`src/htp_pkg.sv`:
```
// ----------------------------------------------------------------------------
// htp_pkg: shared types and constants for hit_to_polar_about_vertex
// Word layouts of both channels, register indexes, datapath widths and the
// arctangent table of the CORDIC stages.
// ----------------------------------------------------------------------------
package htp_pkg;

	// Register port geometry.
	localparam int CFG_IW = 3;
	localparam int CFG_DW = 19;

	// Register indexes.
	localparam logic [CFG_IW-1:0] REG_WIRE_PITCH = 3'd0;
	localparam logic [CFG_IW-1:0] REG_TIME_SCALE = 3'd1;
	localparam logic [CFG_IW-1:0] REG_VTX_WIRE0  = 3'd2;
	localparam logic [CFG_IW-1:0] REG_VTX_WIRE1  = 3'd3;
	localparam logic [CFG_IW-1:0] REG_VTX_WIRE2  = 3'd4;
	localparam logic [CFG_IW-1:0] REG_VTX_TIME0  = 3'd5;
	localparam logic [CFG_IW-1:0] REG_VTX_TIME1  = 3'd6;
	localparam logic [CFG_IW-1:0] REG_VTX_TIME2  = 3'd7;

	// Reset values of the scale registers.
	localparam logic [15:0] WIRE_PITCH_RST = 16'd19661;
	localparam logic [15:0] TIME_SCALE_RST = 16'd3604;

	// Datapath widths: CORDIC x/y, angle accumulator, square root remainder.
	localparam int XW = 43;
	localparam int ZW = 26;
	localparam int RW = 41;

	// Number of result bits of the square root.
	localparam int SQRT_STEPS = 20;

	// Saturation limits and angle constants.
	localparam logic [17:0] POS_MAX    = 18'h3FFFF;
	localparam logic [20:0] RAD_MAX    = 21'd524287;
	localparam logic [15:0] ANGLE_FULL = 16'd46080;
	localparam logic [15:0] ANGLE_HALF = 16'd23040;
	localparam logic signed [ZW-1:0] Z_QUARTER = 26'sd5898240;
	// Half turn in 2^-16 degree plus the rounding half of a 1/128 degree.
	localparam logic signed [ZW:0] Z_OFFSET = 27'sd11796736;

	// Input word.
	typedef struct packed {
		logic [1:0]  plane;
		logic [12:0] wire_req;
		logic [16:0] peak_time;
		logic [19:0] charge;
		logic [19:0] hit_index;
	} hit_word_t;

	// Result word.
	typedef struct packed {
		logic [18:0] radius;
		logic [15:0] angle;
		logic [17:0] wire_position;
		logic [17:0] time_position;
		logic [19:0] charge_out;
		logic [1:0]  plane_out;
		logic [19:0] hit_index_out;
	} polar_word_t;

	// Contents of one iteration stage.
	typedef struct packed {
		logic signed [XW-1:0] x;
		logic signed [XW-1:0] y;
		logic signed [ZW-1:0] z;
		logic [RW-1:0]        rem;
		logic [RW-1:0]        res;
		logic [17:0]          wpos;
		logic [17:0]          tpos;
		logic [19:0]          charge;
		logic [1:0]           plane;
		logic [19:0]          hit_index;
		logic                 at_vertex;
		logic                 neg_axis;
	} iter_t;

	// Arctangent of 2^-i in units of 2^-16 degree.
	function automatic logic [21:0] atan_lut(input int i);
		logic [21:0] v;
		case (i)
			0:       v = 22'd2949120;
			1:       v = 22'd1740967;
			2:       v = 22'd919879;
			3:       v = 22'd466945;
			4:       v = 22'd234379;
			5:       v = 22'd117304;
			6:       v = 22'd58666;
			7:       v = 22'd29335;
			8:       v = 22'd14668;
			9:       v = 22'd7334;
			10:      v = 22'd3667;
			11:      v = 22'd1833;
			12:      v = 22'd917;
			13:      v = 22'd458;
			14:      v = 22'd229;
			15:      v = 22'd115;
			16:      v = 22'd57;
			17:      v = 22'd29;
			18:      v = 22'd14;
			19:      v = 22'd7;
			20:      v = 22'd4;
			21:      v = 22'd2;
			22:      v = 22'd1;
			default: v = 22'd0;
		endcase
		return v;
	endfunction

endpackage

```
`src/htp_iter_stage.sv`:
```
// ----------------------------------------------------------------------------
// htp_iter_stage: one CORDIC rotation plus square root steps
// Performs vectoring iteration ITER on (x, y, z) and up to SQRT_PER digit steps of
// the square root on (rem, res), then registers the result.
// ----------------------------------------------------------------------------
module htp_iter_stage #(
	parameter int ITER     = 0,
	parameter int SQRT_PER = 2
) (
	input  logic             clk,
	input  logic             arst_n,
	input  logic             adv,
	input  logic             valid_in,
	input  htp_pkg::iter_t   d,
	output logic             valid_q,
	output htp_pkg::iter_t   state_q
);

	localparam logic signed [htp_pkg::ZW-1:0] ATAN_I =
		htp_pkg::ZW'(htp_pkg::atan_lut(ITER));

	htp_pkg::iter_t nxt;

	// One rotation toward the x axis and the square root digit steps.
	always_comb begin
		logic signed [htp_pkg::XW-1:0] xs;
		logic signed [htp_pkg::XW-1:0] ys;
		logic [htp_pkg::RW-1:0] rem_v;
		logic [htp_pkg::RW-1:0] res_v;
		logic [htp_pkg::RW-1:0] bitv;
		logic [htp_pkg::RW-1:0] trial;
		int k;
		nxt = d;
		bitv = '0;
		trial = '0;
		k = 0;
		xs = d.x >>> ITER;
		ys = d.y >>> ITER;
		if (!d.y[htp_pkg::XW-1]) begin
			nxt.x = d.x + ys;
			nxt.y = d.y - xs;
			nxt.z = d.z + ATAN_I;
		end else begin
			nxt.x = d.x - ys;
			nxt.y = d.y + xs;
			nxt.z = d.z - ATAN_I;
		end
		rem_v = d.rem;
		res_v = d.res;
		for (int m = 0; m < SQRT_PER; m++) begin
			k = ITER * SQRT_PER + m;
			if (k < htp_pkg::SQRT_STEPS) begin
				bitv = htp_pkg::RW'(1) << (2 * (htp_pkg::SQRT_STEPS - 1 - k));
				trial = res_v + bitv;
				if (rem_v >= trial) begin
					rem_v = rem_v - trial;
					res_v = (res_v >> 1) + bitv;
				end else begin
					res_v = res_v >> 1;
				end
			end
		end
		nxt.rem = rem_v;
		nxt.res = res_v;
	end

	// Stage register.
	always_ff @(posedge clk or negedge arst_n) begin
		if (!arst_n) begin
			valid_q <= 1'b0;
		end else if (adv) begin
			valid_q <= valid_in;
		end
	end

	always_ff @(posedge clk) begin
		if (adv) begin
			state_q <= nxt;
		end
	end

endmodule

```
`config.mk`:
```
export PLATFORM = sky130hd
export DESIGN_NAME = htp_iter_stage
export DESIGN_NICKNAME = d
export VERILOG_FILES = /design/src/htp_pkg.sv /design/src/htp_iter_stage.sv
export SDC_FILE = /design/constraint.sdc
export NUM_CORES = 1
export LEC_CHECK = 0
export ABC_AREA = 1
export BUFFER_PORTS_ARGS = -buffer_cell sky130_fd_sc_hd__clkbuf_2
export CAP_MARGIN = 10
export CORE_MARGIN = 2
export CORE_UTILIZATION = 50
export DETAILED_ROUTE_END_ITERATION = 12
export MAX_ROUTING_LAYER = met4
export PLACE_DENSITY = 0.74
export SKIP_CTS_REPAIR_TIMING = 1
export SYNTH_ARGS = -nofsm -noshare
export SYNTH_HDL_FRONTEND = slang
export SYNTH_SLANG_ARGS = --single-unit
```
`constraint.sdc`:
```
create_clock -name clk -period 0.9 [get_ports clk]
set_input_delay 0.045 -clock clk [delete_from_list [all_inputs] [get_ports clk]]
set_output_delay 0.045 -clock clk [all_outputs]
set_load 0.005 [all_outputs]
```
==> flow_summary_export.csv, run 1 <==
group,metric,value,unit
run_status,outcome,"stopped before the end",
run_status,lastStage,"global routing",
run_status,firstError,"[ERROR GRT-0232] Routing congestion too high. Check the congestion heatmap in the GUI.",
timing,worst_endpoint_kind,"register input",
clock_tree,cts_sinks,274,
logic_synthesis,syn_inst,3431,
logic_synthesis,ys_warn_count,0,
place,dpl.hpwl,104000,µm
logic_synthesis,ys_types,58,
die,rows,81,
clock_tree,clockBufferDepth,3,
logic_synthesis,netlist_area,25000,µm²
logic_synthesis,ys_seq_elements,274,
global_routing,grt_use_total,0.836,
logic_synthesis,synth_top_area_share,0.328,
die,initial_core_util,0.508,
global_routing,grt_overflow,1287,
clock_tree,htree_levels,2,
clock_tree,root_buffer,"clkbuf_16",
place,io_buffer_count,552,
die,ios,553,
die,die_h,228,µm
place,gp_congestion,1.12,
logic_synthesis,ys_seq_area_frac,0.329,
clock_tree,cts_buffers,34,
logic_synthesis,syn-num-nets,3936,
logic_synthesis,yosysTopAreaCell,"edfxtp_1",
timing,crit_endpoint,"state_q[142]$_DFFE_PP_/D",
place,pre_cts_ws,-3.53,ns
logic_synthesis,ys_top_cells_by_area,"edfxtp_1 33%, nand2_1 13%, ha_1 11%",
logic_synthesis,syn_area_per_cell,7.28,µm²
logic_synthesis,synthFlopType,"edfxtp_1",
global_routing,grt_max_degree,76,
place,dpl-instance-area,38200,µm²
die,die_w,228,µm
logic_synthesis,async_flop_share,0.00365,
logic_synthesis,synth_edf_count,273,
-- cell usage after synthesis, drive strengths merged, types with 28 or more instances --
library cell    n
ha            221
o21a           30
o21bai         37
xor2           62
nand2         854
xnor2          44
nand4          34
inv           444
o21ai         267
nor3           43
nand3         248
or2            28
edfxtp        273
buf            57
a21oi         298
nor2          346
-- metrics by stage --
stage	util	instances	setup TNS, ns
2_1_floorplan	-	3431	-179.42
3_3_place_gp	0.778	5609	-262.20
4_1_cts	0.802	5671	-256.09
3_5_place_dp	0.778	5609	-267.47
-- routing by layer --
metal  track usage  GRT overflow
met4         0.904           311
met3         0.611            29
met5             -             -
met2          1.05           925
met1         0.775            22
-- kinds of logic after synthesis --
logic type / after synthesis / share of synthesized area
and+or+nand+nor: 1581 / 0.269
AOI/OAI and AO/OA: 719 / 0.162
buffers and inverters: 521 / 0.0865
DFF: 274 / 0.329
adders and majority gates: 227 / 0.116
xor gates and xnor gates: 106 / 0.0372
muxes: 3 / 0.00125
==> inputs of run 2 (changes only) <==
- CORE_UTILIZATION: 50 -> 35
- MAX_ROUTING_LAYER: met4 -> unset
- PLACE_DENSITY: 0.74 -> unset
- PLACE_DENSITY_LB_ADDON: unset -> 0.15
==> run 2 against run 1 <==
The flow now finishes, with violations (hold timing, setup timing). Synthesized area stayed put. Synthesized cell count stayed put.
==> flow_summary_export.csv, run 2 <==
group,metric,value,unit
logic_synthesis,syn_inst,3431,
logic_synthesis,yosysTopAreaCell,"edfxtp_1",
setup_path,endpoint_kind,"flip-flop",
timing,worstMarginPinSlew,0.679,ns
clock_tree,clkLatencyLatePin,0.58,ns
global_routing,grt_use_total,0.328,
logic_synthesis,ys_seq_elements,274,
route,finalWirelength,137000,µm
timing,setup_viol,415,
final_layout,nets,5800,
logic_synthesis,syn_area_per_cell,7.28,µm²
job,cap_violations,0,
clock_tree,cts_sinks,274,
timing,fmaxAchievable,280,MHz
final_layout,stdcell_area,48200,µm²
global_routing,grt_pass1_vias,29500,
timing,layout_setup_ws,-2.67,ns
logic_synthesis,yosys-top-cells-count,"838 x nand2_1, 436 x inv_1, 337 x nor2_1",
timing,drv_slew,0,
run_status,violations,"hold timing, setup timing",
timing,fin_crit,3.57,ns
final_layout,utilization,0.685,
pwr,leakagePower,22.1,nW
timing,fin_skew,0,ns
clock_tree,root_buffer,"clkbuf_16",
route,via_per_inst,5.13,
logic_synthesis,ys_warn_count,0,
timing,rsz0062_at_grt,"yes",
worst_hold_path,min_path_type,"in2reg",
clock_tree,clk_pin_slew,0.06,ns
route,vias,32200,
final_layout,reg_top3,"state_q x273, valid_q x1",
logic_synthesis,post-synth-top-count-cell,"nand2_1",
pwr,ir_worst_vdd,0.00133,V
setup_path,setup.worst_path.start,"d[118]",
final_layout,area_growth,93.1,%
setup_path,crit_type,"in2reg",
logic_synthesis,ys_top_cells_by_area,"edfxtp_1 33%, nand2_1 13%, ha_1 11%",
clock_tree,htree_levels,2,
route,wire_per_inst,21.9,µm
setup_path,worstSetupEndpoint,"state_q[141]$_DFFE_PP_",
setup_path,critPathLaunchType,"input port",
logic_synthesis,async_flop_share,0.00365,
logic_synthesis,syn-num-nets,3936,
logic_synthesis,ys_seq_area_frac,0.329,
global_routing,antenna_found_initial,11,
clock_tree,clockBufferDepth,3,
die,die_area,73500,µm²
setup_path,cp_max_fo,7,
run_status,outcome,"finished with violations",
route,drt-initial-drc-count,2210,
global_routing,grt_max_degree,76,
global_routing,grt_overflow,0,
pwr,power.total,0.0741,W
die,core-area,70400,µm²
setup_path,crit_arrival,3.87,ns
place,dpl-instance-area,38800,µm²
setup_path,rr_worst_depth,1,
setup_path,critPathRequiredTime,1.19,ns
clock_tree,cts_tree,"done",
pwr,p_per_area,1540,nW/µm²
logic_synthesis,synth_edf_count,273,
place,dpl.hpwl,109000,µm
logic_synthesis,ys_types,58,
final_layout,final_common_cell,"buf_4",
final_layout,largest_register_ffs,273,
die,die_w,271,µm
timing,hold_violations,18,
clock_tree,cts_buffers,36,
logic_synthesis,netlist_area,25000,µm²
timing,fin_setup_tns,-235.28,ns
timing,period_share,3.97,
setup_path,r2r_slack,0.16,ns
timing,whs,-0.0357,ns
route,firstDrtPassIters,5,
setup_path,r2r_start,"valid_q$_DFFE_PN0P_",
route,ant_nets,0,
global_routing,grt_pass1_wl,181000,µm
logic_synthesis,synthFlopType,"edfxtp_1",
timing,slew_headroom,0.546,
route,drcViolationCount,0,
setup_path,r2r-end,"valid_q$_DFFE_PN0P_",
final_layout,final_cell_mix,"1074 x buf_4, 604 x nand2_1, 472 x clkbuf_2",
die,die_h,271,µm
die,rows,97,
final_layout,layout-drive-gt1-share,0.567,
place,gp_congestion,1.03,
die,initial_core_util,0.355,
logic_synthesis,synth_top_area_share,0.328,
final_layout,largest_register,"state_q",
die,ios,553,
place,io_buffer_count,552,
==> run 2: metrics by stage <==
stage | setup WS (ns) | instances | hold WS (ns)
3_5_place_dp | -3.99 | 5900 | -0.176
6_report | -2.67 | 6267 | -0.0357
4_1_cts | -3.43 | 5962 | -0.803
5_1_grt | -2.83 | 6267 | -0.0478
2_1_floorplan | -2.53 | 3431 | -0.251
3_3_place_gp | -3.98 | 5900 | -0.178
==> run 2: cells by family (layout without fill, tap and decap cells) <==
group,count (synthesis),after routing,synth area share
XOR/XNOR,106,106,0.0372
flip-flops,274,274,0.329
adder cells (fa/ha/maj),227,227,0.116
multiplexers,3,3,0.00125
other,0,8,0
AO/OA/AOI/OAI,719,719,0.162
AND/OR/NAND/NOR,1581,1583,0.269
buffers and inverters,521,2407,0.0865
==> run 2: critical path: stages <==
cell and delay, ns:
buf_6 0.10, ha_4 0.17, xnor2_4 0.17, ha_4 0.28, nand2_4 0.10, inv_2 0.03
nand2_2 0.06, nand2_2 0.07, a21oi_2 0.14, nand2_2 0.08, nor2_4 0.26, nand2_8 0.16
buf_6 0.18, or2_1 0.24, a21boi_2 0.16, ha_1 0.35, nand2_1 0.09, inv_2 0.09
nand2_4 0.07, nor3_4 0.17, and2_1 0.16, nand2_2 0.09, nand2_8 0.14, clkinv_8 0.10
clkbuf_16 0.17, o211ai_1 0.08, o21ai_1 0.09
==> run 2: worst min path at each step <==
stage                start  depth (start not counted)                endpoint
finish                 adv                          2  state_q[244]$_DFFE_PP_
CTS                 arst_n                          1     valid_q$_DFFE_PN0P_
detailed placement  arst_n                          1     valid_q$_DFFE_PN0P_
global placement    arst_n                          1     valid_q$_DFFE_PN0P_
global route           adv                          2  state_q[252]$_DFFE_PP_
floorplan           arst_n                          0     valid_q$_DFFE_PN0P_
==> run 2: power breakdown <==
part / internal (W) / switching (W)
registers: 0.0167 / 0.00133
logic: 0.0197 / 0.0219
clock network: 0.00826 / 0.00616
==> run 2: final cells by class <==
| type | instances | area (µm²) |
|---|---|---|
| fill | 5709 | 22200 |
| multi-input combinational | 2638 | 21100 |
| timing repair buffer | 1901 | 14700 |
| sequential | 274 | 8220 |
| inverter | 444 | 1880 |
| tap | 940 | 1180 |
| clock buffer | 40 | 916 |
| clock inverter | 22 | 221 |
| antenna | 8 | 20.0 |
==> run 2: metal layers <==
layer / track usage / routed length [µm] / vias up
li1: - / - / 15300
met1: 0.382 / 50900 / 15200
met2: 0.589 / 67400 / 1278
met3: 0.0462 / 8480 / 404
met4: 0.165 / 10100 / 4
met5: 0 / 21 / -
(Power assumes the default switching activity.)
==> inputs of run 3 (changes only) <==
- ABC_AREA: 1 -> unset
- RECOVER_POWER: unset -> 25
==> run 3 against run 2 <==
The run still ends with hold timing, setup timing left. Worst hold slack got worse by 0.27 ns. Largest cell class unchanged. Final cell count fell by 22%. Final area fell by 18%. Highest routed layer unchanged. Worst setup slack got worse by 1.3 ns. Synthesized cell count fell by 31%. Global-route usage fell by 5.9 points. Synthesized area fell by 11%. Fmax fell by 27%. Critical path depth fell by 5. Utilization fell by 6.0 points.
==> flow_summary_export.csv, run 3 <==
group,metric,value,unit
route,wire_per_inst,20.2,µm
run_status,outcome,"finished with violations",
global_routing,grt_pass1_vias,24500,
logic_synthesis,yosysTopAreaCell,"edfxtp_1",
route,via_per_inst,5.12,
route,drt-initial-drc-count,1748,
setup_path,cp_max_fo,11,
die,initial_core_util,0.353,
final_layout,area_growth,77.0,%
setup_path,crit_type,"in2reg",
route,drcViolationCount,0,
global_routing,grt_overflow,0,
clock_tree,clockBufferDepth,3,
final_layout,reg_top3,"state_q x273, valid_q x1",
final_layout,final_cell_mix,"919 x buf_4, 523 x clkbuf_2, 273 x edfxtp_1",
logic_synthesis,ys_warn_count,0,
die,die_h,256,µm
timing,whs,-0.304,ns
pwr,p_comb_frac,0.516,
final_layout,fin_cells,4889,
global_routing,grt_pass1_wl,138000,µm
die,ios,553,
setup_path,slowest_stage,"a2111oi_4",
clock_tree,cts_buffers,34,
route,ant_nets,0,
timing,hold_violations,2,
setup_path,critical-path-top-delay-family,"compound AO/OA/AOI/OAI gates",
setup_path,path_buf_inv,5,
clock_tree,htree_levels,2,
final_layout,layout-drive-gt1-share,0.523,
global_routing,grt_use_total,0.270,
final_layout,final_common_cell,"buf_4",
die,rows,92,
timing,layout_setup_ws,-4.02,ns
logic_synthesis,ys_seq_elements,274,
place,gp_congestion,0.968,
die,core-area,63000,µm²
run_status,violations,"hold timing, setup timing",
route,vias,25000,
pwr,p_per_area,1630,nW/µm²
pwr,leakagePower,18.1,nW
timing,fin_skew,0,ns
logic_synthesis,ys_types,101,
final_layout,largest_register,"state_q",
place,dp_cells,4622,
pwr,p_sw,0.0227,W
logic_synthesis,syn_area_per_cell,9.39,µm²
timing,period_share,5.46,
logic_synthesis,synth_edf_count,273,
setup_path,critPathLaunchType,"input port",
logic_synthesis,ys_seq_area_frac,0.370,
timing,fin_setup_tns,-341.78,ns
worst_hold_path,min_path_type,"in2reg",
logic_synthesis,async_flop_share,0.00365,
place,io_buffer_count,552,
timing,rsz0062_at_grt,"yes",
timing,worstMarginPinSlew,0.544,ns
global_routing,grt_max_degree,54,
place,dpl.hpwl,77400,µm
pwr,power_frac_seq,0.276,
clock_tree,cts_tree,"done",
setup_path,endpoint_kind,"flip-flop",
logic_synthesis,synthFlopType,"edfxtp_1",
clock_tree,clkLatencyLatePin,0.56,ns
setup_path,r2r_slack,0.16,ns
pwr,ir_worst_vdd,0.00129,V
clock_tree,cts_sinks,274,
pwr,clkPwrFrac,0.209,
setup_path,path_cells,"buf_4 > ha_4 > nand4_1 > buf_4 > a2111oi_4 > nor4_4 > or2_4 > o22ai_4 > a41o_4 > buf_12 > mux2_4 > ha_4 > a21o_1 > a21o_1 > a221o_1 > a221oi_2 > o21ai_1 > a21o_1 > a21oi_4 > buf_12 > buf_12 > mux2_2",
logic_synthesis,synth_top_area_share,0.368,
pwr,p_int,0.0414,W
timing,setup_viol,414,
route,firstDrtPassIters,5,
timing,fmaxAchievable,203,MHz
die,die_area,65600,µm²
final_layout,largest_register_ffs,273,
logic_synthesis,netlist_area,22300,µm²
pwr,swShare,0.354,
route,finalWirelength,99000,µm
timing,slew_headroom,0.635,
die,die_w,256,µm
timing,drv_slew,0,
logic_synthesis,ys_top_cells_by_area,"edfxtp_1 37%, ha_1 12%, a21oi_1 5.5%",
logic_synthesis,syn_inst,2371,
logic_synthesis,post-synth-top-count-cell,"edfxtp_1",
logic_synthesis,yosys-top-cells-count,"273 x edfxtp_1, 246 x a21oi_1, 221 x ha_1",
logic_synthesis,syn-num-nets,2876,
final_layout,nets,4519,
job,cap_violations,0,
setup_path,crit_arrival,5.21,ns
global_routing,antenna_found_initial,6,
timing,fin_crit,4.92,ns
setup_path,slowest_delay,0.40,ns
clock_tree,clk_pin_slew,0.06,ns
setup_path,critPathRequiredTime,1.19,ns
clock_tree,root_buffer,"clkbuf_16",
## run 3: logic make-up (layout without fill, tap and decap cells)
family          after synthesis  in the layout  share of synthesized area
mux                          79             79                     0.0396
buf+inv                     304           1969                     0.0549
compound gates              745            747                      0.217
xor+xnor                    167            167                     0.0661
other cells                   0              5                          0
simple gates                575            575                      0.123
fa+ha+maj                   227            227                      0.130
flops                       274            274                      0.370
## run 3: layout make-up
cell class | count | area, µm²
fill | 5348 | 23600
multi-input combinational | 1795 | 15700
timing repair buffer | 1706 | 12600
sequential | 274 | 8220
tap | 846 | 1060
clock buffer | 36 | 858
inverter | 203 | 807
clock inverter | 24 | 194
antenna | 5 | 12.5
## run 3: power groups by stage
stage	combinational (W)	clock, W	sequential (W)
2_1_floorplan	0.0124	0	0.0179
3_3_place_gp	0.0264	0	0.0179
3_5_place_dp	0.0266	0	0.0179
4_1_cts	0.0267	0.0137	0.0177
5_1_grt	0.0352	0.0141	0.0178
6_report	0.0331	0.0134	0.0177
## run 3: stage by stage
stage               power, W  area (µm²)  utilization  setup slack (ns)  hold slack (ns)
CTS                   0.0581       34300        0.544             -4.33           -0.779
global route          0.0672       39400        0.625             -4.15           -0.324
floorplan             0.0302       22600            -             -4.00           -0.251
finish                0.0641       39400        0.625             -4.02           -0.304
global placement      0.0443       33200        0.528             -4.80           -0.179
detailed placement    0.0444       33200        0.528             -4.90           -0.176
## run 3: worst paths after layout
check,from,to,cells past startpoint
max reg2reg,valid_q$_DFFE_PN0P_,valid_q$_DFFE_PN0P_,1
min in group asynchronous,arst_n,valid_q$_DFFE_PN0P_,3
min reg2reg,valid_q$_DFFE_PN0P_,valid_q$_DFFE_PN0P_,1
min,d[90],state_q[88]$_DFFE_PP_,1
max in group asynchronous,arst_n,valid_q$_DFFE_PN0P_,3
max,d[130],state_q[159]$_DFFE_PP_,22
## run 3: metal layers
metal	GRT usage	up-vias	wire, µm
met5	0	-	13
met4	0.0905	2	3140
met3	0.0419	162	5300
met2	0.467	790	49400
met1	0.342	12100	41200
li1	-	12000	-
